$ cat src/design/osm_pkg.sv
// Package for the order statistic multiset: request/result types, codes, and enums.
package osm_pkg;

    localparam int KEY_W  = 32;
    localparam int RANK_W = 6;
    localparam int CNT_W  = 7;
    localparam int OP_W   = 3;
    localparam int STAT_W = 2;

    // Operation codes
    localparam logic [OP_W-1:0] OP_INSERT    = 3'd0;
    localparam logic [OP_W-1:0] OP_ERASE_VAL = 3'd1;
    localparam logic [OP_W-1:0] OP_ERASE_AT  = 3'd2;
    localparam logic [OP_W-1:0] OP_ERASE_RNG = 3'd3;
    localparam logic [OP_W-1:0] OP_CLEAR     = 3'd4;
    localparam logic [OP_W-1:0] OP_QUERY     = 3'd5;
    localparam logic [OP_W-1:0] OP_SELECT    = 3'd6;

    // Status codes
    localparam logic [STAT_W-1:0] ST_OK     = 2'd0;
    localparam logic [STAT_W-1:0] ST_RANK   = 2'd1;
    localparam logic [STAT_W-1:0] ST_FULL   = 2'd2;
    localparam logic [STAT_W-1:0] ST_ABSENT = 2'd3;

    typedef struct packed {
        logic [OP_W-1:0]   operation;
        logic [KEY_W-1:0]  key_value;
        logic [RANK_W-1:0] first_rank;
        logic [RANK_W-1:0] last_rank;
    } t_req;

    typedef struct packed {
        logic [KEY_W-1:0]  selected_value;
        logic [CNT_W-1:0]  count_below;
        logic [CNT_W-1:0]  count_at_most;
        logic [CNT_W-1:0]  count_same;
        logic [CNT_W-1:0]  count_at_least;
        logic [CNT_W-1:0]  count_above;
        logic [CNT_W-1:0]  occupancy;
        logic [STAT_W-1:0] status;
    } t_rsp;

    typedef enum logic [1:0] {
        S_IDLE,
        S_EXEC,
        S_SHIFT
    } t_state;

    // Command broadcast to every cell of the chain
    typedef enum logic [1:0] {
        CELL_HOLD,
        CELL_INS,
        CELL_DEL
    } t_cell_op;

endpackage

$ cat src/design/osm_cell.sv
// One storage cell of the sorted chain: holds a value, compares it, shifts with neighbors.
module osm_cell import osm_pkg::*; #(
    parameter int IDX         = 0,
    parameter int VALUE_WIDTH = 32,
    parameter int CW          = 7
) (
    input  logic                   i_clk,
    input  logic                   i_cap,
    input  logic [VALUE_WIDTH-1:0] i_cmp_key,
    input  logic [RANK_W-1:0]      i_sel_rank,
    input  logic [CW-1:0]          i_count,
    input  t_cell_op               i_cmd,
    input  logic [CW-1:0]          i_pos,
    input  logic [VALUE_WIDTH-1:0] i_ins_key,
    input  logic [VALUE_WIDTH-1:0] i_left,
    input  logic [VALUE_WIDTH-1:0] i_right,
    output logic [VALUE_WIDTH-1:0] o_value,
    output logic                   o_lt,
    output logic                   o_le,
    output logic                   o_hit
);

    localparam int RW = (CW > RANK_W) ? CW : RANK_W;
    localparam logic [CW-1:0] MY_IDX   = CW'(IDX);
    localparam logic [RW-1:0] MY_IDX_R = RW'(IDX);

    logic [VALUE_WIDTH-1:0] r_value;
    logic                   r_lt;
    logic                   r_le;
    logic                   r_hit;
    logic                   occupied;

    assign occupied = (MY_IDX < i_count);

    // Capture compare flags when a request is taken
    always_ff @(posedge i_clk) begin
        if (i_cap) begin
            r_lt  <= occupied && (r_value < i_cmp_key);
            r_le  <= occupied && (r_value <= i_cmp_key);
            r_hit <= (MY_IDX_R == RW'(i_sel_rank));
        end
    end

    // Hold, open a slot for the key, or close a gap from the right
    always_ff @(posedge i_clk) begin
        unique case (i_cmd)
            CELL_HOLD: ;
            CELL_INS: begin
                if (MY_IDX == i_pos) begin
                    r_value <= i_ins_key;
                end else if (MY_IDX > i_pos) begin
                    r_value <= i_left;
                end
            end
            CELL_DEL: begin
                if (MY_IDX >= i_pos) begin
                    r_value <= i_right;
                end
            end
            default: ;
        endcase
    end

    assign o_value = r_value;
    assign o_lt    = r_lt;
    assign o_le    = r_le;
    assign o_hit   = r_hit;

endmodule

$ cat config.mk
export PLATFORM = sky130hd
export DESIGN_NAME = osm_cell
export DESIGN_NICKNAME = d
export VERILOG_FILES = /design/src/design/osm_pkg.sv /design/src/design/osm_cell.sv
export SDC_FILE = /design/constraint.sdc
export NUM_CORES = 1
export LEC_CHECK = 0
export BUFFER_PORTS_ARGS = -buffer_cell sky130_fd_sc_hd__buf_2
export CAP_MARGIN = 15
export CORE_AREA = 5 5 88 90
export CTS_CLUSTER_SIZE = 16
export DETAILED_ROUTE_END_ITERATION = 16
export DIE_AREA = 0 0 93 95
export PLACE_DENSITY_LB_ADDON = 0.2
export SLEW_MARGIN = 30
export SYNTH_ARGS = -nofsm -noshare
export SYNTH_HDL_FRONTEND = slang
export SYNTH_SLANG_ARGS = --single-unit
$ cat constraint.sdc
create_clock -name i_clk -period 7.43 [get_ports i_clk]
set_clock_uncertainty 0.05 [all_clocks]
set_input_delay 1.486 -clock i_clk [delete_from_list [all_inputs] [get_ports i_clk]]
set_output_delay 1.486 -clock i_clk [all_outputs]
set_load 0.03 [all_outputs]
======== Word level (Yosys, flattened, before mapping) ========
Index checks and enable logic that the tools add are counted.
Widths: inputs -> output; s select.
storage, ports and cells
  logic and storage cells ................. 23
  output and inout bits ................... 35
  input port bits ......................... 152
  register bits ........................... 35
operators by class
  reduce and logical (&&, ||, !) cells .... 6
  order comparisons ....................... 5
  muxes and demuxes ....................... 4
  equality and inequality tests ........... 4
operators by type and width
  kind                count
  $mux 32             3
  $pmux 32 s2         1
  $le 32x32->1        1
  $lt 32x32->1        1
  $ge 1x7->1 const A  1
  $gt 1x7->1 const A  1
  $logic_not 7->1     1
  $lt 1x7->1 const A  1
  $logic_not 6->1     1
  $ne 3x3->1 const B  1
  $reduce_and 3->1    1
  $eq 2x1->1 const B  1
  $eq 2x2->1 const B  1
  $logic_and 1x1->1   2
  $ne 2x2->1 const B  1
  $reduce_bool 2->1   1

======== Longest topological paths before layout ========
Gate-level depths: netlist of the first run.
  word-level depth ........................ 4
  depth in mapped cells ................... 7
  depth with buffers taken out ............ 7

======== Least setup slack after synthesis of the first run ========
OpenSTA, ideal clock, no wires.
  path kind ............................... input -> register
  start point ............................. input i_cmd[0]
  end point ............................... register r_value[0] (netlist: o_value[0]) (enable)
  data required time ...................... 6948 ps
  buffers on the path ..................... 1
  data arrival time ....................... 3767 ps
  setup time .............................. 432 ps
  cell stages on the path ................. 5
  setup slack ............................. 3181 ps
  cell sequence ........................... inv_1 -> ha_1 -> clkbuf_1 -> or2_2 -> a21oi_1
on the way
  cells in the longest elaborated chain, start to end .. 3
  elaborated cells between the ends (all ways) .. 6
  classes of those cells .................. eq/ne (4); reduce/logical (2)
RTL lines
  what                                                RTL line        source
  from (decl)                                         osm_cell.sv:12  input t_cell_op i_cmd,
  $eq 2x1->1 / $eq 2x2->1 (equally long branches)     osm_cell.sv:46  unique case (i_cmd)
  $ne 3x3->1 (no line), or another cell as far along  n/a
  $reduce_and 3->1 (no line) *                        n/a
  to (signal assigned)                                osm_cell.sv:50  r_value <= i_ins_key;
  to (signal assigned)                                osm_cell.sv:52  r_value <= i_left;
  to (signal assigned)                                osm_cell.sv:57  r_value <= i_right;
  to (decl)                                           osm_cell.sv:27  logic [VALUE_WIDTH-1:0] r_value;
Mark *: on every way between the ends. The rest lies on a longest branch, timed or not.
A chain may end at the register's enable or synchronous reset.

======== Final worst setup path of the first run ========
  start point ............................. input i_pos[5]
  end point ............................... register r_value[20] (netlist: o_value[20]) (enable)
on the way
  cells in the longest elaborated chain, start to end .. 3
  elaborated cells between the ends (all ways) .. 6
  classes of those cells .................. order compare (2); eq/ne (2); reduce/logical (2)
RTL lines
  what                                                       RTL line        source
  from (decl)                                                osm_cell.sv:13  input logic [CW-1:0] i_pos,
  $gt 1x7->1, or another cell as far along                   osm_cell.sv:51  end else if (MY_IDX > i_pos) begin
  $ne 3x3->1 (no line) / $ne 2x2->1 (equally long branches)  n/a
  $reduce_and 3->1 (no line) *                               n/a
Marked as above.

==> reports/metrics.cfg, run 1 <==
[setup_path]
start_kind = input port
r2r_slack_ps = 5370
crit_arrival_ps = 3250
cp.required_ps = 7370
cp-end-kind = register
crit_fanout = 33
ff2ff_path_depth = 6
r2r_end = o_le$_DFFE_PP_
critPathKind = in -> reg
worst_r2r_startpoint = o_value[31]$_DFFE_PP_

[synthesis]
synthFlopType = edfxtp_1
yosysTopAreaCellShare_pct = 39.53
syn_area_sq_um = 2659
syn-instance-count = 273
async_reset_ff_share_pct = 0
syn_nets = 459
yosys-top-cells-area = edfxtp_1, ha_1, mux2i_1
ys_ff_latch = 35
syn_area_per_cell_sq_um = 9.739
synth_top_cell_by_area = edfxtp_1
synth_warnings = 0
yosysUniqueCellTypes = 31
ys_seq_area_share_pct = 39.53
synth_edf_count = 35

[die]
die_height_microns = 95
coreArea_sq_um = 6982
dieArea_sq_um = 8835
start_util_pct = 38.08
die_w_microns = 93
ios = 187
rows = 31

[timing]
hold-worst-slack_ps = 875.1
worst_slack_ps = 4123
setup_tns_ps = 0
relSlewSlack_pct = 57.57
worstMarginPinSlew_ps = 635.1
rsz0062_at_grt = false
slew_violations = 0
setup_viol = 0
fin_crit_ps = 3308
period_share_pct = 44.52
fmax_mhz = 302.3
hold_viol = 0

[placed_design]
dp_hpwl_microns = 6508
place.gp.congestion = 0.8098
pre_cts_ws_ps = 3692
portBuffers = 186

[clock_tree]
cts.repair.resized = 0
cts_tree = built
clockRootBuffer = clkbuf_8
clkLatencyLatePin_ps = 280
clkSinkCount = 35
cts_hold_buf = 0
postCtsSetupBuffers = 0
numCtsBuffers = 5
htree_levels = 2
clkTransAtPathRegs_ps = 70
cts_buffer_depth = 2

[global_route]
grt_overflow = 0
grt_use_total_pct = 16.69
grt_pass1_vias = 2647
grt_pass1_wl_microns = 11580
grt_max_degree = 66
antenna_found_initial = 0

[worst_hold_path]
hold_path.class = reg -> reg
worstHoldStart = o_value[19]$_DFFE_PP_
holdPathStages = 4
hold_end = o_lt$_DFFE_PP_

[cells_and_area]
fin_util_pct = 54.03
multi_input_area_sq_um = 1441
syn2layout_area_growth_pct = 41.88
fillCellCount = 687
layout_common_cells = buf_2, nand2_1, inv_1
num-nets-final = 643
n_antenna_cell = 0
layout_commonest_cell = buf_2
drive_above_1_share_pct = 44.98
register_area_sq_um = 1051

[routing]
drt_wl_total_microns = 7594
drc = 0
vias = 2613
wl_per_cell_microns = 14.06
ant_nets = 0
drt_pass1_iterations = 4
drt_iter0_drc = 67
via_per_inst = 4.839

[power]
vdd_drop_max_v = 0.00008321
power.leakage_nw = 2.099
p_per_area_nw_per_um2 = 160.9
finalPower_mw = 0.6070

[run_status]
outcome = complete, no violations

[flow_run]
drv_cap = 0

## flip-flops by register name, indices dropped and copies added, names as in the netlist
register / count
o_hit: 1
o_value: 32
o_le: 1
o_lt: 1
## area by class of cell
cell class / count / share of cell area [%]
Clock buffer: 5 / 1.824
Clock inverter: 3 / 0.3980
Inverter: 36 / 3.582
Multi-Input combinational cell: 192 / 38.21
Sequential cell: 35 / 27.86
Tap cell: 82 / 2.720
Timing Repair Buffer: 187 / 25.41
## worst max-delay path, stage by stage
cell and delay [ps]:
buf_2 100, nor4_2 350, nand2_4 410, a21oi_4 660, buf_16 230
## synthesized netlist by cell type, drive strengths merged (3+ instances only)
master,instances
nand2,40
o21ai,40
inv,36
edfxtp,35
ha,34
mux2i,32
a21oi,12
nand4,8
clkbuf,7
nor2,5
nor4,4
buf,3
nor3,3
## report_power, final
group | switching, mW | total (mW) | leakage (nW) | internal (mW)
Clock | 0.0673 | 0.131 | 0.0477 | 0.0641
Combinational | 0.126 | 0.213 | 1.72 | 0.0868
Sequential | 0.0144 | 0.263 | 0.327 | 0.248
## kinds of logic (layout without fill, tap and decap cells)
logic type	Yosys count	count (layout)	synth area share [%]
muxes	32	32	12.05
buffers and inverters	46	231	7.341
and+or+nand+nor	67	67	12.89
DFF	35	35	39.53
AOI/OAI and AO/OA	59	59	12.19
adders and majority gates	34	34	16.00
## metal layers
metal / wire length (microns) / track usage [%] / part of all wire, % / up-vias
li1: - / - / - / 1344
met1: 2992 / 19.18 / 39 / 1155
met2: 3887 / 30.95 / 51 / 105
met3: 616 / 3.904 / 8.1 / 9
met4: 97 / 4.518 / 1.3 / 0
met5: 0 / 0 / 0 / -
## worst max-delay path by stage
stage / from / to / slack [ps] / cells after the start
floorplan: i_cmd[0] / o_value[0]$_DFFE_PP_ / 3180 / 5
finish: i_pos[5] / o_value[20]$_DFFE_PP_ / 4120 / 5
CTS: i_cmd[0] / o_value[19]$_DFFE_PP_ / 4010 / 6
global route: i_pos[5] / o_value[17]$_DFFE_PP_ / 4010 / 5
detailed placement: i_cmd[0] / o_value[19]$_DFFE_PP_ / 3690 / 6
global placement: i_pos[5] / o_value[14]$_DFFE_PP_ / 3360 / 4
## per-stage QoR
| step | instance area [sq um] | std cells |
|---|---|---|
| after CTS | 3762 | 540 |
| after global placement | 3646 | 531 |
| after detailed placement | 3679 | 532 |
| after floorplan | 2659 | 273 |
| after global routing | 3772 | 540 |
| final | 3772 | 540 |
No activity file was read; power rests on OpenSTA's default activity.
==> run 2, diff against run 1 <==
- clock period: 7.43 -> 3.4 ns (I/O delays scaled with it)
==> reports/metrics.cfg, run 2 (same netlist as run 1, synthesis figures left out) <==
[run_status]
outcome = complete, no violations  ; unchanged

[clock_tree]
cts.repair.resized = 0  ; unchanged
clkLatencyLatePin_ps = 290  ; was 280 ps
cts_buffer_depth = 2  ; unchanged
cts_hold_buf = 0  ; unchanged
numCtsBuffers = 5  ; unchanged
clkTransAtPathRegs_ps = 70  ; about the same
postCtsSetupBuffers = 0  ; unchanged
cts_tree = built  ; unchanged
clkSinkCount = 35  ; unchanged
htree_levels = 2  ; unchanged
clockRootBuffer = clkbuf_8  ; unchanged

[timing]
slew_violations = 0  ; unchanged
worst_slack_ps = 1249  ; was 4123 ps
setup_tns_ps = 0  ; unchanged
setup_viol = 0  ; unchanged
rsz0062_at_grt = false  ; unchanged
hold_viol = 0  ; unchanged
fmax_mhz = 464.8
fin_crit_ps = 2151
hold-worst-slack_ps = 590.5  ; was 875.1 ps
period_share_pct = 63.27
worstMarginPinSlew_ps = 552.5  ; was 635.1 ps
relSlewSlack_pct = 63.17  ; was 57.57%

[routing]
via_per_inst = 4.799  ; was 4.839
drc = 0  ; unchanged
vias = 2606  ; was 2,613
drt_wl_total_microns = 7660  ; was 7594 microns
wl_per_cell_microns = 14.11  ; was 14.06 microns
drt_iter0_drc = 59  ; was 67
drt_pass1_iterations = 4  ; unchanged
ant_nets = 0  ; unchanged

[cells_and_area]
layout.cells.non_filler = 543  ; was 540
fillCellCount = 679  ; was 687
num-nets-final = 646  ; was 643
n_antenna_cell = 0  ; unchanged
syn2layout_area_growth_pct = 41.41  ; was 41.88%
largest_reg_flops = 32  ; unchanged
layout_common_cells = buf_2, nand2_1, inv_1  ; unchanged
drive_above_1_share_pct = 45.34  ; was 44.98%
fin_util_pct = 53.85  ; was 54.03%
layout_commonest_cell = buf_2  ; unchanged

[setup_path]
cp.required_ps = 3380  ; was 7370 ps
cp_common_cell = inv_1
crit_fanout = 4  ; was 33
cp-end-kind = register  ; unchanged
start_kind = input port  ; unchanged
worst_path_largest_cell_delay_ps = 440  ; was 660 ps
slowest_stage = nor4_1  ; was a21oi_4
path_cells = buf_2, inv_1, ha_1, nand4_2, nor4_1, inv_1, a31oi_1, nor2_1  ; was buf_2, nor4_2, nand2_4, a21oi_4, buf_16
crit_arrival_ps = 2130  ; was 3250 ps
critPathKind = in -> reg  ; unchanged

[flow_run]
drv_cap = 0  ; unchanged

[power]
seq_power_share_pct = 43.1  ; was 43.3%
power_frac_comb_pct = 34.7  ; was 35.1%
swShare_pct = 34.59  ; was 34.21%
vdd_drop_max_v = 0.0001319  ; was 0.00008321 V
clockPowerShare_pct = 22.2  ; was 21.6%
p_sw_mw = 0.4586  ; was 0.2077 mW
power.leakage_nw = 2.092  ; was 2.099 nW
p_int_mw = 0.8671  ; was 0.3993 mW
p_per_area_nw_per_um2 = 352.6  ; was 160.9 nW/um^2

[global_route]
grt_pass1_vias = 2645  ; was 2,647
grt_overflow = 0  ; unchanged
antenna_found_initial = 0  ; unchanged
grt_use_total_pct = 17.03  ; was 16.69%
grt_max_degree = 65  ; was 66
grt_pass1_wl_microns = 11850  ; was 11,580 microns

[placed_design]
placed_cells = 535  ; was 532
portBuffers = 186  ; unchanged
dp_hpwl_microns = 6529  ; was 6508 microns
place.gp.congestion = 0.8541  ; was 0.8098
pre_cts_ws_ps = 908.7  ; was 3692 ps

[die]
die_w_microns = 93  ; unchanged
rows = 31  ; unchanged
die_height_microns = 95  ; unchanged
dieArea_sq_um = 8835  ; unchanged
start_util_pct = 38.08  ; unchanged
ios = 187  ; unchanged
coreArea_sq_um = 6982  ; unchanged

[worst_hold_path]
hold_path.class = in -> reg  ; was reg -> reg

[run 2: cell count changes in the layout (fill, tap and decap cells not counted), sizes merged]
cell,previous run,this run
buf,187,190
[run 2: worst max-delay path, delay by kind of cell]
family / cells / cell delay (ps)
simple gates: 3 / 700
fa+ha+maj: 1 / 330
compound gates: 1 / 220
buf+inv: 3 / 200
[run 2: worst paths after layout]
check,from,end,slack [ps],cells after the start
setup / recovery,i_cmp_key[31],o_lt$_DFFE_PP_,1250,8
hold / removal,i_cap,o_hit$_DFFE_PP_,590,1
setup reg to reg,o_value[31]$_DFFE_PP_,o_lt$_DFFE_PP_,1350,6
hold reg to reg,o_value[19]$_DFFE_PP_,o_lt$_DFFE_PP_,900,4
[run 2: cell type report]
class | count | area [sq um] | share of cell area, %
multi-input combinational | 192 | 1426 | 37.94
sequential | 35 | 1051 | 27.95
timing repair buffer | 190 | 960.9 | 25.56
inverter | 36 | 135.1 | 3.594
tap | 82 | 102.6 | 2.729
clock buffer | 5 | 68.82 | 1.830
clock inverter | 3 | 15.01 | 0.3993
[run 2: routing by layer]
metal,routed length (microns),track usage (%)
met1,3030,19.80
met2,3875,31.01
met3,646,4.462
met4,108,4.518
met5,0,0
[run 2: power groups by stage]
stage | sequential, mW | clock, mW | combinational (mW)
global placement | 0.581 | 0 | 0.453
detailed placement | 0.582 | 0 | 0.466
global route | 0.578 | 0.320 | 0.512
finish | 0.572 | 0.294 | 0.460
floorplan | 0.683 | 0 | 0.167
CTS | 0.573 | 0.309 | 0.468
[run 2: metrics by stage]
stage,power (mW),instance area [sq um]
after global placement,1.034,3676
after CTS,1.350,3760
after floorplan,0.8505,2663
after detailed placement,1.049,3676
after global routing,1.410,3760
final,1.326,3760
==> run 3, diff against run 2 <==
- CORE_AREA: 5 5 88 90 -> 5 5 90 92
- DIE_AREA: 0 0 93 95 -> 0 0 95 97
- clock period: 3.4 -> 1.7 ns (I/O delays scaled with it)
==> reports/metrics.cfg, run 3 (same netlist as run 1, synthesis figures left out) <==
[run_status]
outcome = finished with violations  ; was complete, no violations
failed_checks = setup timing

[timing]
fmax_mhz = 529.4
period_share_pct = 111.1
setup_viol = 2  ; was 0
slew_violations = 0  ; unchanged
worst_slack_ps = -188.9  ; was 1249 ps
relSlewSlack_pct = 77.37  ; was 63.17%
fin_crit_ps = 1889
worstMarginPinSlew_ps = 339.4  ; was 552.5 ps
hold_viol = 0  ; unchanged
rsz0062_at_grt = true  ; was false

[routing]
top_layer_used = met4  ; unchanged
drt_wl_total_microns = 7645  ; was 7660 microns
m1WireLength_microns = 2935  ; was 3030 microns
dr_wl_met2_microns = 3943  ; was 3875 microns
drt_pass1_iterations = 4  ; unchanged
vias = 2711  ; was 2,606
drc = 0  ; unchanged
wl_per_cell_microns = 13.14  ; was 14.11 microns
ant_nets = 0  ; unchanged
via_per_inst = 4.658  ; was 4.799
dr_wl_met3_microns = 629  ; was 646 microns
drt_iter0_drc = 65  ; was 59

[global_route]
grt_pass1_wl_microns = 11710  ; was 11,850 microns
grt_overflow = 0  ; unchanged
grt_max_degree = 33  ; was 65
antenna_found_initial = 0  ; unchanged
grt_use_total_pct = 15.84  ; was 17.03%
grt_pass1_vias = 2708  ; was 2,645

[die]
start_util_pct = 37.25  ; was 38.08%
coreArea_sq_um = 7137  ; was 6982 sq um
ios = 187  ; unchanged
dieArea_sq_um = 9215  ; was 8835 sq um
die_w_microns = 95  ; was 93 microns
die_height_microns = 97  ; was 95 microns
rows = 31  ; unchanged

[clock_tree]
cts_hold_buf = 0  ; unchanged
clockRootBuffer = clkbuf_8  ; unchanged
clkLatencyLatePin_ps = 280  ; was 290 ps
clkSinkCount = 35  ; unchanged
cts_buffer_depth = 2  ; unchanged
htree_levels = 2  ; unchanged
cts_tree = built  ; unchanged
clkTransAtPathRegs_ps = 70  ; about the same
numCtsBuffers = 5  ; unchanged

[cells_and_area]
drive_above_1_share_pct = 49.69  ; was 45.34%
layout_common_cells = buf_2, nand2_1, inv_1  ; unchanged
syn2layout_area_growth_pct = 55.39  ; was 41.41%
layout_commonest_cell = buf_2  ; unchanged
num-nets-final = 669  ; was 646
n_antenna_cell = 0  ; unchanged
postLayoutCellArea_sq_um = 4131  ; was 3760 sq um
largest_reg_flops = 32  ; unchanged

[power]
vdd_drop_max_v = 0.0003137  ; was 0.0001319 V
power.leakage_nw = 2.229  ; was 2.092 nW
p_per_area_nw_per_um2 = 668.0  ; was 352.6 nW/um^2

[setup_path]
start_kind = register  ; was input port
cp.required_ps = 1690  ; was 3380 ps
critPathKind = reg -> reg  ; was in -> reg
cp-end-kind = register  ; unchanged
crit_arrival_ps = 1870  ; was 2130 ps
crit_fanout = 2  ; was 4

[placed_design]
portBuffers = 186  ; unchanged
pre_cts_ws_ps = -265.9  ; was 908.7 ps
place.gp.congestion = 0.7642  ; was 0.8541
postPlaceCellArea_sq_um = 3976  ; was 3676 sq um
dp_hpwl_microns = 6727  ; was 6529 microns

[flow_run]
drv_cap = 0  ; unchanged

[worst_hold_path]
hold_path.class = in -> reg  ; unchanged

[run 3: power breakdown]
| group | switching, mW | total (mW) | internal (mW) | leakage [nW] |
|---|---|---|---|---|
| Clock | 0.272 | 0.544 | 0.272 | 0.0414 |
| Combinational | 0.588 | 1.07 | 0.479 | 1.86 |
| Sequential | 0.0632 | 1.15 | 1.09 | 0.327 |
[run 3: stage by stage]
stage / TNS (ps) / cells / hold WS, ps / utilization, % / power, mW
2_1_floorplan: -9569 / 273 / 402.5 / - / 1.733
3_3_place_gp: -444.8 / 571 / 553.6 / 55.72 / 2.178
3_5_place_dp: -1567 / 571 / 552.3 / 55.72 / 2.204
4_1_cts: -377.9 / 581 / 257.3 / 57.43 / 2.791
5_1_grt: -557.4 / 582 / 257.5 / 57.89 / 2.949
6_report: -373.5 / 582 / 265.1 / 57.89 / 2.760
[run 3: path summary, 6_finish.rpt]
path / from / end / slack [ps] / depth (start not counted)
setup reg to reg: o_value[10]$_DFFE_PP_ / o_le$_DFFE_PP_ / -190 / 6
hold / removal: i_cap / o_hit$_DFFE_PP_ / 270 / 1
hold reg to reg: o_value[19]$_DFFE_PP_ / o_lt$_DFFE_PP_ / 830 / 4
setup / recovery: o_value[10]$_DFFE_PP_ / o_le$_DFFE_PP_ / -190 / 6
[run 3: repair_timing]
item                       in CTS  in global routing
pin swaps                       5                  1
setup buffers                   3                  1
gates resized for setup         4                  2
setup endpoints to repair       2                  2
[run 3: final cells by class]
| cell class | count | area, sq um |
|---|---|---|
| Clock buffer | 5 | 68.82 |
| Clock inverter | 2 | 8.758 |
| Fill cell | 675 | 3005 |
| Inverter | 36 | 135.1 |
| Multi-Input combinational cell | 192 | 1560 |
| Sequential cell | 35 | 1051 |
| Tap cell | 99 | 123.9 |
| Timing Repair Buffer | 213 | 1184 |
[run 3: routing by layer]
metal	global-route usage, %	vias to the layer above
met5	0	-
met4	5.549	0
met3	2.793	12
met2	28.63	103
met1	18.34	1199
li1	-	1397
[run 3: critical path: stages, from the launching register on]
cell	delay, ps
edfxtp_1	440
ha_4	300
nand4_1	130
nor4_2	320
o21ai_1	130
a31oi_2	220
o21ai_2	60
